[src/rtl/lmg_pkg.sv]
// Shared types and constants for the multi-stop linear gradient block.
`timescale 1ns / 1ps
package lmg_pkg;

   localparam logic [1:0] OP_CLEAR  = 2'd0;
   localparam logic [1:0] OP_ADD    = 2'd1;
   localparam logic [1:0] OP_SAMPLE = 2'd2;
   localparam logic [1:0] OP_NONE   = 2'd3;

   localparam logic [1:0] ST_OK       = 2'd0;
   localparam logic [1:0] ST_BAD_EASE = 2'd1;
   localparam logic [1:0] ST_FULL     = 2'd2;
   localparam logic [1:0] ST_FEW      = 2'd3;

   localparam logic [1:0] EASE_LINEAR = 2'd0;
   localparam logic [1:0] EASE_SMOOTH = 2'd1;
   localparam logic [1:0] EASE_LEGACY = 2'd2;
   localparam logic [1:0] EASE_BAD    = 2'd3;

   localparam logic [2:0] REG_WIDTH   = 3'd0;
   localparam logic [2:0] REG_HEIGHT  = 3'd1;
   localparam logic [2:0] REG_DIR_X   = 3'd2;
   localparam logic [2:0] REG_DIR_Y   = 3'd3;
   localparam logic [2:0] REG_LENGTH  = 3'd4;
   localparam logic [2:0] REG_EASING  = 3'd5;

   localparam logic [16:0] ONE_Q16 = 17'h10000;

   // One stop table entry.
   typedef struct packed {
      logic [16:0] offset;
      logic [7:0]  red;
      logic [7:0]  green;
      logic [7:0]  blue;
      logic [7:0]  alpha;
      logic        ease_given;
      logic [1:0]  easing;
   } stop_type;

   // Commands from the controller to the datapath.
   typedef struct packed {
      logic clear;       // empty the table
      logic ins_start;   // begin insert: shift pointer at end
      logic ins_shift;   // move one entry up
      logic ins_write;   // place the new stop
      logic geo_start;   // latch pixel, compute geometry
      logic div_pos;     // start position division
      logic search_init; // reset the stop search
      logic search_step; // compare one entry
      logic brk_load;    // load bracketing stops
      logic div_raw;     // start amount division
      logic ease1;       // latch the raw amount for easing
      logic ease2;       // easing multiply stage one
      logic ease3;       // easing multiply stage two
      logic mix;         // final easing and channel interpolation
   } cmd_type;

   // Status from the datapath to the controller.
   typedef struct packed {
      logic full;
      logic few;
      logic ins_done;
      logic div_busy;
      logic search_done;
   } sts_type;

endpackage

[src/rtl/lmg_control.sv]
// Controller state machine that sequences insertions and pixel samples.
`timescale 1ns / 1ps
module lmg_control
   import lmg_pkg::*;
(
   input  logic        clock,
   input  logic        reset,
   input  logic        start,
   input  logic [1:0]  operation,
   input  logic        ease_given,
   input  logic [1:0]  easing,
   input  sts_type     sts,
   output cmd_type     cmd,
   output logic        busy,
   output logic        done,
   output logic        ok_color,
   output logic [1:0]  status
);
   typedef enum logic [11:0] {
      S_IDLE   = 12'b000000000001,
      S_SHIFT  = 12'b000000000010,
      S_GEO    = 12'b000000000100,
      S_DIVP   = 12'b000000001000,
      S_WAITP  = 12'b000000010000,
      S_SRCH   = 12'b000000100000,
      S_BRK    = 12'b000001000000,
      S_WAITR  = 12'b000010000000,
      S_E1     = 12'b000100000000,
      S_E2     = 12'b001000000000,
      S_E3     = 12'b010000000000,
      S_MIX    = 12'b100000000000
   } state_type;

   state_type state_ff, state_in;
   logic      done_ff, done_in;
   logic      okc_ff, okc_in;
   logic [1:0] stat_ff, stat_in;
   logic [1:0] gwait_ff, gwait_in;

   always_comb begin
      state_in = state_ff;
      cmd      = '0;
      done_in  = 1'b0;
      okc_in   = 1'b0;
      stat_in  = ST_OK;
      gwait_in = gwait_ff;
      unique case (state_ff)
         S_IDLE: begin
            if (start) begin
               unique case (operation)
                  OP_CLEAR: begin
                     cmd.clear = 1'b1;
                     done_in   = 1'b1;
                  end
                  OP_ADD: begin
                     if (ease_given && easing == EASE_BAD) begin
                        stat_in = ST_BAD_EASE;
                        done_in = 1'b1;
                     end else if (sts.full) begin
                        stat_in = ST_FULL;
                        done_in = 1'b1;
                     end else begin
                        cmd.ins_start = 1'b1;
                        state_in      = S_SHIFT;
                     end
                  end
                  OP_SAMPLE: begin
                     if (sts.few) begin
                        stat_in = ST_FEW;
                        done_in = 1'b1;
                     end else begin
                        cmd.geo_start = 1'b1;
                        gwait_in      = 2'd2;
                        state_in      = S_GEO;
                     end
                  end
                  default: done_in = 1'b1;
               endcase
            end
         end
         S_SHIFT: begin
            if (sts.ins_done) begin
               cmd.ins_write = 1'b1;
               done_in       = 1'b1;
               state_in      = S_IDLE;
            end else begin
               cmd.ins_shift = 1'b1;
            end
         end
         S_GEO: begin
            gwait_in = gwait_ff - 2'd1;
            if (gwait_ff == 2'd0) state_in = S_DIVP;
         end
         S_DIVP: begin
            cmd.div_pos = 1'b1;
            state_in    = S_WAITP;
         end
         S_WAITP: begin
            if (!sts.div_busy) begin
               cmd.search_init = 1'b1;
               state_in        = S_SRCH;
            end
         end
         S_SRCH: begin
            if (sts.search_done) state_in = S_BRK;
            else cmd.search_step = 1'b1;
         end
         S_BRK: begin
            cmd.brk_load = 1'b1;
            state_in     = S_WAITR;
            gwait_in     = 2'd0;
         end
         S_WAITR: begin
            if (gwait_ff == 2'd0) begin
               cmd.div_raw = 1'b1;
               gwait_in    = 2'd1;
            end else if (!sts.div_busy) begin
               state_in = S_E1;
            end
         end
         S_E1: begin
            cmd.ease1 = 1'b1;
            state_in  = S_E2;
         end
         S_E2: begin
            cmd.ease2 = 1'b1;
            state_in  = S_E3;
         end
         S_E3: begin
            cmd.ease3 = 1'b1;
            state_in  = S_MIX;
         end
         S_MIX: begin
            cmd.mix  = 1'b1;
            done_in  = 1'b1;
            okc_in   = 1'b1;
            state_in = S_IDLE;
         end
         default: state_in = S_IDLE;
      endcase
   end

   always_ff @(posedge clock) begin
      if (reset) begin
         state_ff <= S_IDLE;
         done_ff  <= 1'b0;
         okc_ff   <= 1'b0;
         stat_ff  <= ST_OK;
         gwait_ff <= '0;
      end else begin
         state_ff <= state_in;
         done_ff  <= done_in;
         okc_ff   <= okc_in;
         stat_ff  <= stat_in;
         gwait_ff <= gwait_in;
      end
   end

   assign busy     = (state_ff != S_IDLE);
   assign done     = done_ff;
   assign ok_color = okc_ff;
   assign status   = stat_ff;

   assert property (@(posedge clock) disable iff (reset) done_ff |-> !(okc_ff && stat_ff != ST_OK))
      else $error("color with error status");
   assert property (@(posedge clock) disable iff (reset) okc_ff |-> done_ff)
      else $error("color without result");
   assert property (@(posedge clock) disable iff (reset) $onehot(state_ff))
      else $error("state register not one-hot");
endmodule

[config.mk]
export PLATFORM = sky130hd
export DESIGN_NAME = lmg_control
export DESIGN_NICKNAME = d
export VERILOG_FILES = /design/src/rtl/lmg_pkg.sv /design/src/rtl/lmg_control.sv
export SDC_FILE = /design/constraint.sdc
export NUM_CORES = 1
export LEC_CHECK = 0
export BUFFER_PORTS_ARGS = -buffer_cell sky130_fd_sc_hd__buf_2
export CORE_MARGIN = 4
export CORE_UTILIZATION = 55
export CTS_BUF_LIST = sky130_fd_sc_hd__clkbuf_4 sky130_fd_sc_hd__clkbuf_8
export DETAILED_ROUTE_END_ITERATION = 8
export PLACE_DENSITY = 0.85
export SLEW_MARGIN = 20
export SYNTH_ARGS = -nofsm -noshare
export SYNTH_HDL_FRONTEND = slang
export SYNTH_SLANG_ARGS = --single-unit
[constraint.sdc]
create_clock -name clock -period 4.75 [get_ports clock]
set_clock_uncertainty 0.05 [all_clocks]
set_input_delay 0.95 -clock clock [delete_from_list [all_inputs] [get_ports clock]]
set_output_delay 0.95 -clock clock [all_outputs]
set_load 0.03 [all_outputs]
==> reports/metrics.csv <==
metric;value;unit
rows;17;
grt_start_max_net_pins;14;
ys_ff_latch;18;
ir_drop;0.198;mV
hold_depth;2;
cts-root-buf;clkbuf_4;
finalCriticalPeriod;3.18;ns
grt_overflow;0;
hold_class;flop to flop;
firstDrtPassIters;4;
cts_resized;0;
powerDensity;225;nW/um^2
core_region_area;2210;um^2
cts_tree;done;
postRouteAntennaNets;0;
tns;0;ns
synth_area;1280;um^2
grt_setup_unrepaired;false;
final_util;64.2;%
synth_cell_types;52;
synth_area_leader_cell;dfxtp_1;
fin_total_pwr;0.320;mW
r2r_cells;5;
grt_usage;20.3;%
multiInputGateArea;792;um^2
fin_nets;189;
layout_setup_ws;1.57;ns
die_area;3170;um^2
cts_buffers;3;
async_flop_share;0;%
routedWlPerCell;15.6;um
p_leak;0.662;nW
start_util;58.0;%
status;complete, no violations;
synth_edf_count;0;
drive_above_1_share;28.7;%
antenna_found_initial;0;
clk_latency;0.30;ns
die_y;56.3;um
vias_per_cell;6.18;
io_pins;32;
rr_endpoint;state_ff[0]$_SDFFE_PP1P_;
synth.avg_cell_area;8.79;um^2
drt_iter0_drc;68;
port_buffers;31;
setup_viol;0;
clock_sinks;18;
drt_wl_total;3100;um
ys_warn_count;0;
place.gp.congestion;0.847;
finalMaxSlewViolations;0;
post_cts_buffers;0;
synth_nets;163;
worstSetupPathType;flop to output pin;
clk_path_buf_depth;2;
synth_top_area_share;28.1;%
end_kind;output pin;
hpwl;2400;um
critical_path.startpoint;state_ff[4]$_SDFFE_PP0P_;
nFillCells;196;
grt_pass1_wl;5180;um
yosysSeqAreaShare;28.1;%
synthCells;146;
path_max_fanout;11;
cts_hold_buf;0;
post-route-drc-count;0;
die_x;56.3;um
pre_cts_ws;1.83;ns
arrival;2.18;ns
path_clk_slew;0.11;ns
slew_headroom;66.5;%
ys.flop_type;dfxtp_1;
tightest_slew;0.496;ns
antenna_cells;0;
timing.rr.start;state_ff[4]$_SDFFE_PP0P_;
startpoint_type;flop;
vias;1229;
r2r_slack;2.68;ns
syn2layout_area_growth;10.6;%
h-tree-depth;1;
fmax;315;MHz
hold_viol;0;
required;3.75;ns
drv_cap;0;
crit_end;cmd[8];
ys_top_cells_by_area;dfxtp_1, ha_1, nor3_1, nor4b_1, nor4_4;
post-route-period-util;66.9;%
regArea;360;um^2
grt_pass1_vias;1149;
## worst min-delay path by stage
| stage | slack (ns) | start | endpoint |
|---|---|---|---|
| 3_3_place_gp | 0.42 | gwait_ff[1]$_SDFFE_PP0P_ | gwait_ff[1]$_SDFFE_PP0P_ |
| 5_1_grt | 0.47 | gwait_ff[1]$_SDFFE_PP0P_ | gwait_ff[1]$_SDFFE_PP0P_ |
| 4_1_cts | 0.44 | gwait_ff[1]$_SDFFE_PP0P_ | gwait_ff[1]$_SDFFE_PP0P_ |
| 2_1_floorplan | 0.40 | gwait_ff[1]$_SDFFE_PP0P_ | gwait_ff[1]$_SDFFE_PP0P_ |
| 3_5_place_dp | 0.42 | gwait_ff[1]$_SDFFE_PP0P_ | gwait_ff[1]$_SDFFE_PP0P_ |
| 6_report | 0.43 | gwait_ff[1]$_SDFFE_PP0P_ | gwait_ff[1]$_SDFFE_PP0P_ |
## metal layers
layer  vias to the layer above  wire length [um]  GRT usage, %  part of all wire, %
li1                        593                 -             -                    -
met1                       572              1310          25.6                   42
met2                        57              1500          33.4                   48
met3                         7               222          3.45                  7.2
met4                         0                68          9.49                  2.2
met5                         -                 0             0                    0
## critical path: stages (launching register included)
cell and delay [ns]:
dfxtp_1 0.46, or4_4 0.61, nor2_1 0.30, nand4b_1 0.22, inv_1 0.09, buf_2 0.19
## metrics by stage
step,instance area (um^2),std cells,hold WS (ns)
after floorplan,1280,146,0.401
after global placement,1380,195,0.416
after detailed placement,1380,195,0.424
after CTS,1420,199,0.439
after global routing,1420,199,0.473
final,1420,199,0.430
## synthesized netlist by cell type, types with 3 or more instances
cell type and n:
dfxtp_1 18, inv_1 11, nor2_1 11, nor3_1 9, a21oi_1 6, nand2_1 6, nor4b_1 5, o21ai_0 5
and3_1 4, ha_1 4, nand3_1 4, nand3b_1 4, buf_6 3, nand4_1 3, o21ai_1 3, xor2_1 3
## where the power goes
part,switching (mW),internal (mW)
Sequential,0.00327,0.154
Combinational,0.0406,0.0265
Clock,0.0482,0.0468
Total,0.0921,0.227
## placed cells by master (no fill, tap or decap), drive strengths merged, types with 2 or more instances in the layout
| cell | instances |
|---|---|
| buf | 31 |
| dfxtp | 18 |
| inv | 11 |
| nor2 | 11 |
| nor3 | 9 |
| o21ai | 8 |
| nand2 | 6 |
| a21oi | 6 |
| nor4b | 6 |
| nor4 | 6 |
| and3 | 5 |
| nand3b | 4 |
| nand3 | 4 |
| ha | 4 |
| clkbuf | 4 |
| nand4 | 3 |
| xor2 | 3 |
| nand2b | 3 |
| or4 | 2 |
| nand4b | 2 |
| and4 | 2 |
| o21a | 2 |
| a221o | 2 |
## state kept, by name (all words and copies together), names as in the netlist
signal / count
state_ff: 12
done: 1
status: 2
gwait_ff: 2
ok_color: 1
## cells by family after synthesis
| family | after synthesis | synth area share [%] |
|---|---|---|
| simple gates | 69 | 38.3 |
| compound gates | 29 | 16.0 |
| buf+inv | 21 | 10.2 |
| flops | 18 | 28.1 |
| xor+xnor | 4 | 2.73 |
| fa+ha+maj | 4 | 3.90 |
| mux | 1 | 0.780 |
## layout make-up
class	count	share of cell area (%)
multi-input combinational	107	55.8
sequential	18	25.4
timing repair buffer	31	10.9
inverter	11	2.91
clock buffer	4	2.56
tap	28	2.47
Power figures use the tool's default switching activity.
